[config.mk]
export PLATFORM = sky130hd
export DESIGN_NAME = binary_image_neighbor_filter
export DESIGN_NICKNAME = d
export VERILOG_FILES = /design/src/rtl/bnf_pkg.sv /design/src/rtl/bnf_cell.sv /design/src/rtl/bnf_chain.sv /design/src/rtl/binary_image_neighbor_filter.sv
export SDC_FILE = /design/constraint.sdc
export NUM_CORES = 2
export LEC_CHECK = 0
export BUFFER_PORTS_ARGS = -buffer_cell sky130_fd_sc_hd__buf_2
export CORE_MARGIN = 2
export CORE_UTILIZATION = 35
export CTS_BUF_LIST = sky130_fd_sc_hd__clkbuf_4
export DETAILED_ROUTE_END_ITERATION = 8
export HOLD_SLACK_MARGIN = 0.03
export PLACE_DENSITY = 0.59
export SLEW_MARGIN = 20
export SYNTH_ARGS = -nofsm -noshare
export SYNTH_HDL_FRONTEND = slang
export SYNTH_SLANG_ARGS = --single-unit
[constraint.sdc]
create_clock -name clock -period 25 [get_ports clock]
set_input_delay 2.5 -clock clock [delete_from_list [all_inputs] [get_ports clock]]
set_output_delay 2.5 -clock clock [all_outputs]
set_load 0.01 [all_outputs]
[src/rtl/bnf_pkg.sv]
`timescale 1ns / 1ps
// ----------------------------------------------------------------------------
// bnf_pkg
// Shared constants and types for the binary image neighbor filter.
// ----------------------------------------------------------------------------
package bnf_pkg;

   localparam int MAX_WIDTH  = 256;
   localparam int MAX_HEIGHT = 1024;
   localparam int RAW_DEPTH  = MAX_WIDTH + 1;

   localparam int WIDTH_W  = 9;                     // line_width register
   localparam int HEIGHT_W = 11;                    // frame_height register
   localparam int COL_W    = $clog2(MAX_WIDTH);
   localparam int ROW_W    = $clog2(MAX_HEIGHT);
   localparam int IDX_W    = $clog2(RAW_DEPTH);     // chain cell index
   localparam int COUNT_W  = $clog2(RAW_DEPTH + 1); // held pixel count

   localparam int CSR_ADDR_W = 1;
   localparam int CSR_DATA_W = 11;

   localparam logic [CSR_ADDR_W-1:0] CSR_LINE_WIDTH   = 1'd0;
   localparam logic [CSR_ADDR_W-1:0] CSR_FRAME_HEIGHT = 1'd1;

   localparam logic OP_FLUSH = 1'b1;

   localparam logic [WIDTH_W-1:0]  LINE_WIDTH_RESET   = 9'd188;
   localparam logic [HEIGHT_W-1:0] FRAME_HEIGHT_RESET = 11'd120;

   localparam logic [WIDTH_W-1:0]  MIN_DIM    = 9'd3;
   localparam logic [WIDTH_W-1:0]  WIDTH_CAP  = 9'd256;
   localparam logic [HEIGHT_W-1:0] HEIGHT_CAP = 11'd1024;
   localparam logic [2:0]          NEIGH_LIMIT = 3'd2;

   // control broadcast to every cell of the raw pixel chain
   typedef struct packed {
      logic             pop;
      logic             push;
      logic             pixel;
      logic [IDX_W-1:0] push_idx;
      logic             down_en;
      logic [IDX_W-1:0] down_idx;
   } bnf_ctrl_type;

   // taps at the head of the chain
   typedef struct packed {
      logic centre;
      logic right;
      logic down;
   } bnf_head_type;

endpackage

[src/rtl/bnf_cell.sv]
`timescale 1ns / 1ps
// ----------------------------------------------------------------------------
// bnf_cell
// One chain cell: a held raw pixel plus the raw pixel one row below it.
// ----------------------------------------------------------------------------
module bnf_cell
   import bnf_pkg::*;
(
   input  logic             clock,
   input  bnf_ctrl_type     ctrl,
   input  logic [IDX_W-1:0] cell_idx,
   input  logic             nxt_data,
   input  logic             nxt_down,
   output logic             data,
   output logic             down
);

   logic data_ff, data_in;
   logic down_ff, down_in;

   always_comb begin
      data_in = ctrl.pop ? nxt_data : data_ff;
      down_in = ctrl.pop ? nxt_down : down_ff;
      if (ctrl.push && ctrl.push_idx == cell_idx) begin
         data_in = ctrl.pixel;
      end
      if (ctrl.down_en && ctrl.down_idx == cell_idx) begin
         down_in = ctrl.pixel;
      end
   end

   always_ff @(posedge clock) begin
      data_ff <= data_in;
      down_ff <= down_in;
   end

   assign data = data_ff;
   assign down = down_ff;

endmodule

[src/rtl/bnf_chain.sv]
`timescale 1ns / 1ps
// ----------------------------------------------------------------------------
// bnf_chain
// Row of cells holding raw pixels oldest first; a pop shifts toward the head.
// ----------------------------------------------------------------------------
module bnf_chain
   import bnf_pkg::*;
(
   input  logic         clock,
   input  bnf_ctrl_type ctrl,
   output bnf_head_type head
);

   logic data_w [RAW_DEPTH];
   logic down_w [RAW_DEPTH];

   genvar k;
   generate
      for (k = 0; k < RAW_DEPTH; k++) begin : g_cell
         logic nxt_data;
         logic nxt_down;
         if (k == RAW_DEPTH - 1) begin : g_tail
            assign nxt_data = 1'b0;
            assign nxt_down = 1'b0;
         end else begin : g_body
            assign nxt_data = data_w[k+1];
            assign nxt_down = down_w[k+1];
         end
         bnf_cell u_cell (
            .clock    (clock),
            .ctrl     (ctrl),
            .cell_idx (IDX_W'(k)),
            .nxt_data (nxt_data),
            .nxt_down (nxt_down),
            .data     (data_w[k]),
            .down     (down_w[k])
         );
      end
   endgenerate

   assign head.centre = data_w[0];
   assign head.right  = data_w[1];
   assign head.down   = down_w[0];

endmodule

[src/rtl/binary_image_neighbor_filter.sv]
`timescale 1ns / 1ps
// ----------------------------------------------------------------------------
// binary_image_neighbor_filter
// Four-neighbor denoise filter on a raster-order binary pixel stream.
// ----------------------------------------------------------------------------
// Takes one transaction per clock while req_tready is high and registers its
// result for the next cycle. A filtered pixel leaves line_width+1 pixel
// transactions after it entered; raw pixels wait in a 257-cell chain that
// shifts one place per result, and flush ticks (req_tuser[0]) drain what is
// left at frame end, one pixel each. The row above comes from a 256-entry
// line memory with a registered read. Write csr_* only while no pixels are held.
// ----------------------------------------------------------------------------
module binary_image_neighbor_filter
   import bnf_pkg::*;
(
   input  logic                  clock,
   input  logic                  reset,
   input  logic                  req_tvalid,
   output logic                  req_tready,
   input  logic [7:0]            req_tdata,   // [0] pixel_in
   input  logic [1:0]            req_tuser,   // [0] op, [1] frame_start
   output logic                  rsp_tvalid,
   input  logic                  rsp_tready,
   output logic [7:0]            rsp_tdata,   // [0] pixel_out
   output logic                  rsp_tlast,
   input  logic                  csr_wr_en,
   input  logic [CSR_ADDR_W-1:0] csr_addr,
   input  logic [CSR_DATA_W-1:0] csr_wdata
);

   logic [WIDTH_W-1:0]  lw_ff;
   logic [HEIGHT_W-1:0] fh_ff;
   logic [WIDTH_W-1:0]  w_used;
   logic [HEIGHT_W-1:0] h_used;

   logic [COUNT_W-1:0] count_ff, count_in, count_eff;
   logic [ROW_W-1:0]   out_row_ff, out_row_in, row_eff;
   logic [COL_W-1:0]   out_col_ff, out_col_in, col_eff;
   logic               left_ff, left_in, left_eff;
   logic               up_ff;
   logic               rsp_valid_ff, rsp_valid_in;
   logic               rsp_pixel_ff, rsp_last_ff;

   logic               accept, is_flush, fs, emit, push;
   logic               interior, res, last_flag, col_wrap, row_wrap;
   logic [2:0]         sum;
   logic [HEIGHT_W-1:0] row_plus;
   logic [WIDTH_W-1:0]  col_plus;
   logic [IDX_W-1:0]   push_idx;

   bnf_ctrl_type ctrl;
   bnf_head_type head;

   logic row_mem [MAX_WIDTH];

   // configuration
   always_ff @(posedge clock) begin
      if (reset) begin
         lw_ff <= LINE_WIDTH_RESET;
         fh_ff <= FRAME_HEIGHT_RESET;
      end else if (csr_wr_en) begin
         case (csr_addr)
            CSR_LINE_WIDTH:   lw_ff <= csr_wdata[WIDTH_W-1:0];
            CSR_FRAME_HEIGHT: fh_ff <= csr_wdata;
            default: ;
         endcase
      end
   end

   always_comb begin
      w_used = lw_ff;
      if (lw_ff < MIN_DIM) w_used = MIN_DIM;
      if (lw_ff > WIDTH_CAP) w_used = WIDTH_CAP;
      h_used = fh_ff;
      if (fh_ff < HEIGHT_W'(MIN_DIM)) h_used = HEIGHT_W'(MIN_DIM);
      if (fh_ff > HEIGHT_CAP) h_used = HEIGHT_CAP;
   end

   assign req_tready = !rsp_valid_ff || rsp_tready;
   assign accept     = req_tvalid && req_tready;
   assign is_flush   = (req_tuser[0] == OP_FLUSH);
   assign fs         = accept && !is_flush && req_tuser[1];
   assign push       = accept && !is_flush;

   assign count_eff = fs ? '0 : count_ff;
   assign row_eff   = fs ? '0 : out_row_ff;
   assign col_eff   = fs ? '0 : out_col_ff;
   assign left_eff  = fs ? 1'b0 : left_ff;

   assign emit = accept && (is_flush ? (count_ff != '0) : (count_eff > w_used));

   assign row_plus = {1'b0, row_eff} + HEIGHT_W'(1);
   assign col_plus = {1'b0, col_eff} + WIDTH_W'(1);
   assign col_wrap = col_plus >= w_used;
   assign row_wrap = row_plus >= h_used;

   assign interior = (row_eff != '0) && (row_plus < h_used) && (col_eff != '0) &&
                     (col_plus < w_used) && (count_eff > w_used);
   assign sum = {2'b0, up_ff} + {2'b0, head.down} + {2'b0, head.right} +
                {2'b0, left_eff};

   always_comb begin
      res = head.centre;
      if (interior) begin
         if (!head.centre && sum > NEIGH_LIMIT) res = 1'b1;
         else if (head.centre && sum < NEIGH_LIMIT) res = 1'b0;
      end
   end

   assign last_flag = ({1'b0, row_eff} == h_used - HEIGHT_W'(1)) &&
                      ({1'b0, col_eff} == w_used - WIDTH_W'(1));

   // next positions and count
   always_comb begin
      out_col_in = col_eff;
      out_row_in = row_eff;
      left_in    = left_eff;
      if (emit) begin
         left_in = res;
         if (col_wrap) begin
            out_col_in = '0;
            out_row_in = row_wrap ? '0 : row_plus[ROW_W-1:0];
         end else begin
            out_col_in = col_plus[COL_W-1:0];
         end
      end
      count_in = count_eff - COUNT_W'(emit) + COUNT_W'(push);
   end

   // chain control: new pixel lands after the shift; its row-above partner
   // sits line_width cells closer to the head
   assign push_idx      = count_eff - COUNT_W'(emit);
   assign ctrl.pop      = emit;
   assign ctrl.push     = push;
   assign ctrl.pixel    = req_tdata[0];
   assign ctrl.push_idx = push_idx;
   assign ctrl.down_en  = push && (push_idx >= w_used);
   assign ctrl.down_idx = push_idx - w_used;

   bnf_chain u_chain (
      .clock (clock),
      .ctrl  (ctrl),
      .head  (head)
   );

   // filtered row above, read for the next column
   always_ff @(posedge clock) begin
      if (emit) begin
         row_mem[col_eff] <= res;
      end
      up_ff <= row_mem[out_col_in];
   end

   always_ff @(posedge clock) begin
      if (reset) begin
         count_ff   <= '0;
         out_row_ff <= '0;
         out_col_ff <= '0;
         left_ff    <= 1'b0;
      end else begin
         count_ff   <= count_in;
         out_row_ff <= out_row_in;
         out_col_ff <= out_col_in;
         left_ff    <= left_in;
      end
   end

   // output register
   always_comb begin
      rsp_valid_in = rsp_valid_ff;
      if (accept) rsp_valid_in = emit;
      else if (rsp_tready) rsp_valid_in = 1'b0;
   end

   always_ff @(posedge clock) begin
      if (reset) begin
         rsp_valid_ff <= 1'b0;
      end else begin
         rsp_valid_ff <= rsp_valid_in;
      end
   end

   always_ff @(posedge clock) begin
      if (emit) begin
         rsp_pixel_ff <= res;
         rsp_last_ff  <= last_flag;
      end
   end

   assign rsp_tvalid = rsp_valid_ff;
   assign rsp_tdata  = {7'b0, rsp_pixel_ff};
   assign rsp_tlast  = rsp_last_ff;

   // checks
   a_count_bound: assert property (@(posedge clock) disable iff (reset)
      count_ff <= COUNT_W'(RAW_DEPTH))
      else $error("held pixel count beyond chain depth");

   a_rsp_from_req: assert property (@(posedge clock) disable iff (reset)
      rsp_tvalid && !$past(rsp_tvalid) |-> $past(req_tvalid && req_tready))
      else $error("result without an accepted transaction");

   a_wrap_after_last: assert property (@(posedge clock) disable iff (reset)
      emit && last_flag |=> out_col_ff == '0 && out_row_ff == '0)
      else $error("position not wrapped after last pixel");

   a_flush_drain: assert property (@(posedge clock) disable iff (reset)
      accept && is_flush && count_ff != '0 |=> count_ff == $past(count_ff) - COUNT_W'(1))
      else $error("flush did not drain one pixel");

endmodule
==> summary.json <==
{
  "floorplanning": {
    "io_pins": 38,
    "chipWidth_microns": 358,
    "floorplan.initialDensity_pct": 35.3,
    "floorplan.die_area_sq_um": 128000,
    "row_count": 129,
    "core-area_sq_um": 124000,
    "dieHeight_microns": 358
  },
  "layout": {
    "post_route_cells_drive_above_1_share_pct": 24.9,
    "final_nets": 4038,
    "final.fill_count": 12100,
    "area_delta_synth_final_pct": 9.24
  },
  "synth": {
    "synthesis.area_sq_um": 43800,
    "ys.warnings.count": 0,
    "synth_mux_area_share_pct": 15.1,
    "post_synth_num_cell_types": 83,
    "synth_area_leaders": "sky130_fd_sc_hd__edfxtp_1 (53%), sky130_fd_sc_hd__mux2_2 (13%), sky130_fd_sc_hd__nor2_1 (7.0%)",
    "synth_compound_gate_area_share_pct": 9.85,
    "synth_area_per_cell_sq_um": 10.8,
    "synthXorXnorAreaFrac_pct": 0.900,
    "synthesis.instances": 4071,
    "synth_top_family_by_area": "multiplexers",
    "synth_area_leader_cell": "sky130_fd_sc_hd__edfxtp_1",
    "post_synth_fa_ha_maj_area_fraction_pct": 1.61,
    "synth_seq_cells": 822,
    "portion_of_synthesized_cell_area_occupied_by_the_leading_cell_type_pct": 52.9,
    "synth_enable_flop_cells": 772,
    "synth-simple-area-share_pct": 12.9,
    "yosysSeqAreaShare_pct": 55.2,
    "async_flop_share_pct": 0,
    "ys_dominant_reg_cell": "sky130_fd_sc_hd__edfxtp_1"
  },
  "routing": {
    "route.detailed.wl_per_inst_microns": 18.2,
    "route.detailed.drc": 0,
    "routed-via-count": 30500,
    "detail_route.first_pass.iterations": 6,
    "initialDrtViolationCount": 3164,
    "ant_nets": 0,
    "vias_per_cell": 5.29,
    "postRouteWirelength_microns": 105000
  },
  "cts": {
    "cts_buffer_depth": 3,
    "worst_setup_hold_path_clk_slew_ns": 0.06,
    "cts_root_buffer": "sky130_fd_sc_hd__clkbuf_4",
    "cts-buffers-inserted": 217,
    "post_cts.repair.setup_buffers": 0,
    "clock_sink_count": 822,
    "cts_resized": 0,
    "clock_latency_late_sink_ns": 1.12,
    "tritoncts_clock_tree": "built",
    "cts.hold.buffers_added": 0,
    "htree_num_levels": 4
  },
  "timing": {
    "worst_clock_skew_ns": 0.0720,
    "slew_violations": 0,
    "setup_total_negative_slack_ns": 0,
    "finalHoldViolations": 0,
    "slew_headroom_pct": 21.8,
    "layout_worst_path_cycle_share_pct": 41.5,
    "final-setup-viol-count": 0,
    "final.setup.worst_slack_ns": 14.62,
    "worst-slew-pin-transition_ns": 1.17,
    "achievable_clock_frequency_ghz": 0.0964,
    "fin_crit_ns": 10.38,
    "setup_repair_after_global_routing_missed_its_margin": "false"
  },
  "power": {
    "power_per_cell_area_nw_per_um2": 93.6,
    "max-vdd-ir-drop_mv": 0.0881,
    "power_leakage_uw": 0.0152
  },
  "worst_setup_path": {
    "worstSetupStartpointType": "input port",
    "crit_arrival_ns": 11.24,
    "timing.rr.start": "rsp_tvalid",
    "crit_required_ns": 25.86,
    "worstSetupEndpoint": "u_chain.g_cell[154].u_cell.down",
    "worst_setup_path_startpoint": "rsp_tready",
    "r2r_end": "u_chain.g_cell[154].u_cell.down",
    "crit_path_max_fanout": 115,
    "ff2ff_path_depth": 26,
    "reg2reg_setup_slack_ns": 15.66,
    "crit_path_end_kind": "register",
    "ws_path_type": "input port to register"
  },
  "global_route": {
    "met3_track_utilization_from_global_routing_pct": 2.88,
    "antenna_found_initial": 3,
    "grt-ovfl-total": 0,
    "grt_pass1_vias": 29300,
    "grt_usage_pct": 16.1,
    "global_route.usage.met1_pct": 22.3,
    "grt_start_max_net_pins": 291,
    "wire_length_of_the_first_global_routing_pass_microns": 166000,
    "globalRoute.busiestLayer": "met2",
    "met2_usage_pct": 25.4
  },
  "worst_hold_path": {
    "worst_hold_path_type": "register to register",
    "hp-start": "lw_ff[0]"
  },
  "run_status": {
    "status": "complete, no violations"
  },
  "placed_design": {
    "pre_cts_slack_ns": 13.52,
    "place.detailed.hpwl_microns": 57100,
    "port_buffers": 23,
    "globalplace.congestion": 0.840
  },
  "flow_run": {
    "max_cap_viol_count": 0
  }
}
cell usage after synthesis, types with 10 or more instances:
| cell type | n |
|---|---|
| sky130_fd_sc_hd__dfxtp_1 | 50 |
| sky130_fd_sc_hd__nor2b_1 | 23 |
| sky130_fd_sc_hd__mux2i_1 | 38 |
| sky130_fd_sc_hd__a22oi_1 | 19 |
| sky130_fd_sc_hd__xnor2_1 | 32 |
| sky130_fd_sc_hd__ha_1 | 53 |
| sky130_fd_sc_hd__o21ai_0 | 542 |
| sky130_fd_sc_hd__a211oi_1 | 10 |
| sky130_fd_sc_hd__nor4_1 | 18 |
| sky130_fd_sc_hd__mux4_2 | 16 |
| sky130_fd_sc_hd__nand3b_1 | 13 |
| sky130_fd_sc_hd__edfxtp_1 | 772 |
| sky130_fd_sc_hd__buf_1 | 10 |
| sky130_fd_sc_hd__inv_1 | 37 |
| sky130_fd_sc_hd__a32oi_1 | 14 |
| sky130_fd_sc_hd__nand2_1 | 259 |
| sky130_fd_sc_hd__nand3_1 | 52 |
| sky130_fd_sc_hd__buf_2 | 26 |
| sky130_fd_sc_hd__nor3_1 | 52 |
| sky130_fd_sc_hd__o21ai_1 | 16 |
| sky130_fd_sc_hd__xor2_1 | 13 |
| sky130_fd_sc_hd__a21o_1 | 10 |
| sky130_fd_sc_hd__o21a_1 | 11 |
| sky130_fd_sc_hd__a21oi_1 | 64 |
| sky130_fd_sc_hd__and2_1 | 23 |
| sky130_fd_sc_hd__nand4_1 | 31 |
| sky130_fd_sc_hd__nor2_1 | 821 |
| sky130_fd_sc_hd__and3_1 | 20 |
| sky130_fd_sc_hd__clkbuf_1 | 361 |
| sky130_fd_sc_hd__mux2_2 | 514 |
| sky130_fd_sc_hd__buf_4 | 14 |
power by group:
part | internal (uW) | total [uW] | switching (uW)
registers | 1880 | 1950 | 63.6
logic | 396 | 1310 | 916
clock network | 648 | 1220 | 572
area by class of cell:
cell class	count	area [sq um]	share of cell area (%)
clock buffer	352	2640	5.52
antenna	5	12.5	0.0262
clock inverter	35	241	0.505
sequential	822	24200	50.5
inverter	39	146	0.306
multi-input combinational	2797	17900	37.5
timing repair buffer	79	642	1.34
tap	1637	2050	4.28
worst min-delay path by stage:
| stage | end | cells past startpoint |
|---|---|---|
| after floorplan | lw_ff[0] | 2 |
| after global placement | lw_ff[0] | 2 |
| after detailed placement | lw_ff[0] | 2 |
| after CTS | lw_ff[0] | 2 |
| after global routing | lw_ff[0] | 2 |
| final | lw_ff[0] | 2 |
registers in the layout, summed over array words and instances, names as in the netlist:
name and flops:
rsp_tlast 1, count_ff 9, u_chain.g_cell.u_cell.down 257, fh_ff 11, lw_ff 9, rsp_pixel_ff 1, row_mem 256, out_row_ff 10
left_ff 1, out_col_ff 8, u_chain.g_cell.u_cell.data 257, rsp_tvalid 1, up_ff 1
critical path, cell delays in order:
cell                       delay [ns]
sky130_fd_sc_hd__buf_2           0.09
sky130_fd_sc_hd__and2b_1         0.50
sky130_fd_sc_hd__inv_1           0.24
sky130_fd_sc_hd__nand3_2         0.27
sky130_fd_sc_hd__buf_4           0.43
sky130_fd_sc_hd__and2_1          0.23
sky130_fd_sc_hd__ha_1            0.18
sky130_fd_sc_hd__nand4_2         0.14
sky130_fd_sc_hd__or3_4           0.44
sky130_fd_sc_hd__o211a_1         0.39
sky130_fd_sc_hd__nand2_8         0.51
sky130_fd_sc_hd__inv_2           0.41
sky130_fd_sc_hd__ha_1            0.35
sky130_fd_sc_hd__ha_1            0.28
sky130_fd_sc_hd__xnor2_1         0.61
sky130_fd_sc_hd__ha_1            0.43
sky130_fd_sc_hd__nor2b_1         0.16
sky130_fd_sc_hd__o21ai_0         0.17
sky130_fd_sc_hd__nand2b_1        0.17
sky130_fd_sc_hd__nand2_1         0.11
sky130_fd_sc_hd__nand2_1         0.05
sky130_fd_sc_hd__a21oi_1         0.17
sky130_fd_sc_hd__xnor2_1         0.21
sky130_fd_sc_hd__nor3_1          0.60
sky130_fd_sc_hd__nand2_1         0.73
sky130_fd_sc_hd__or2_2           0.55
sky130_fd_sc_hd__mux2_2          0.27
through the flow:
stage               total power, uW  hold WS [ns]  std cells  util [%]  instance area (sq um)
finish                         4480         0.462       5766      38.6                  47800
global route                   4750         0.491       5766      38.6                  47800
CTS                            4520         0.461       5758      38.5                  47700
detailed placement             3280         0.453       5371      36.2                  44900
global placement               3250         0.449       5370      36.2                  44800
floorplan                      2970         0.433       4077         -                  43800
kinds of logic after synthesis:
logic type | count (synthesis)
AOI/OAI and AO/OA | 769
muxes | 572
buffers and inverters | 458
adders and majority gates | 55
other | 1
xor gates and xnor gates | 45
and+or+nand+nor | 1349
DFF | 822
layout by cell type (no fill, tap or decap), types with 7 or more instances in the layout:
cell type / netlist / routed
sky130_fd_sc_hd__clkinv_1: 1 / 19
sky130_fd_sc_hd__a32oi_1: 14 / 14
sky130_fd_sc_hd__o22ai_1: 9 / 9
sky130_fd_sc_hd__a22oi_1: 19 / 19
sky130_fd_sc_hd__a21o_1: 10 / 9
sky130_fd_sc_hd__nor2b_1: 23 / 23
sky130_fd_sc_hd__nand3_1: 52 / 49
sky130_fd_sc_hd__and2_1: 23 / 23
sky130_fd_sc_hd__ha_1: 53 / 53
sky130_fd_sc_hd__clkbuf_4: 0 / 352
sky130_fd_sc_hd__or2_2: 9 / 9
sky130_fd_sc_hd__o21ai_0: 542 / 542
sky130_fd_sc_hd__nor2_1: 821 / 820
sky130_fd_sc_hd__nand4_1: 31 / 31
sky130_fd_sc_hd__buf_4: 14 / 48
sky130_fd_sc_hd__inv_1: 37 / 37
sky130_fd_sc_hd__a21oi_1: 64 / 64
sky130_fd_sc_hd__nor3_1: 52 / 50
sky130_fd_sc_hd__buf_2: 26 / 22
sky130_fd_sc_hd__edfxtp_1: 772 / 772
sky130_fd_sc_hd__mux4_2: 16 / 16
sky130_fd_sc_hd__nand3b_1: 13 / 13
sky130_fd_sc_hd__mux2_2: 514 / 514
sky130_fd_sc_hd__and3_1: 20 / 20
sky130_fd_sc_hd__xnor2_1: 32 / 32
sky130_fd_sc_hd__a211oi_1: 10 / 10
sky130_fd_sc_hd__xor2_1: 13 / 13
sky130_fd_sc_hd__o21ai_2: 1 / 8
sky130_fd_sc_hd__nand2_1: 259 / 259
sky130_fd_sc_hd__nor4_1: 18 / 18
sky130_fd_sc_hd__mux2i_1: 38 / 38
sky130_fd_sc_hd__o21a_1: 11 / 11
sky130_fd_sc_hd__dfxtp_1: 50 / 50
sky130_fd_sc_hd__conb_1: 1 / 7
metal layers:
metal | share of wire, % | vias up
li1 | - | 14500
met5 | 0 | -
met2 | 46 | 780
met3 | 4.9 | 198
met1 | 47 | 15100
met4 | 2.5 | 0
Note: power is estimated with default switching activity, not from simulation.
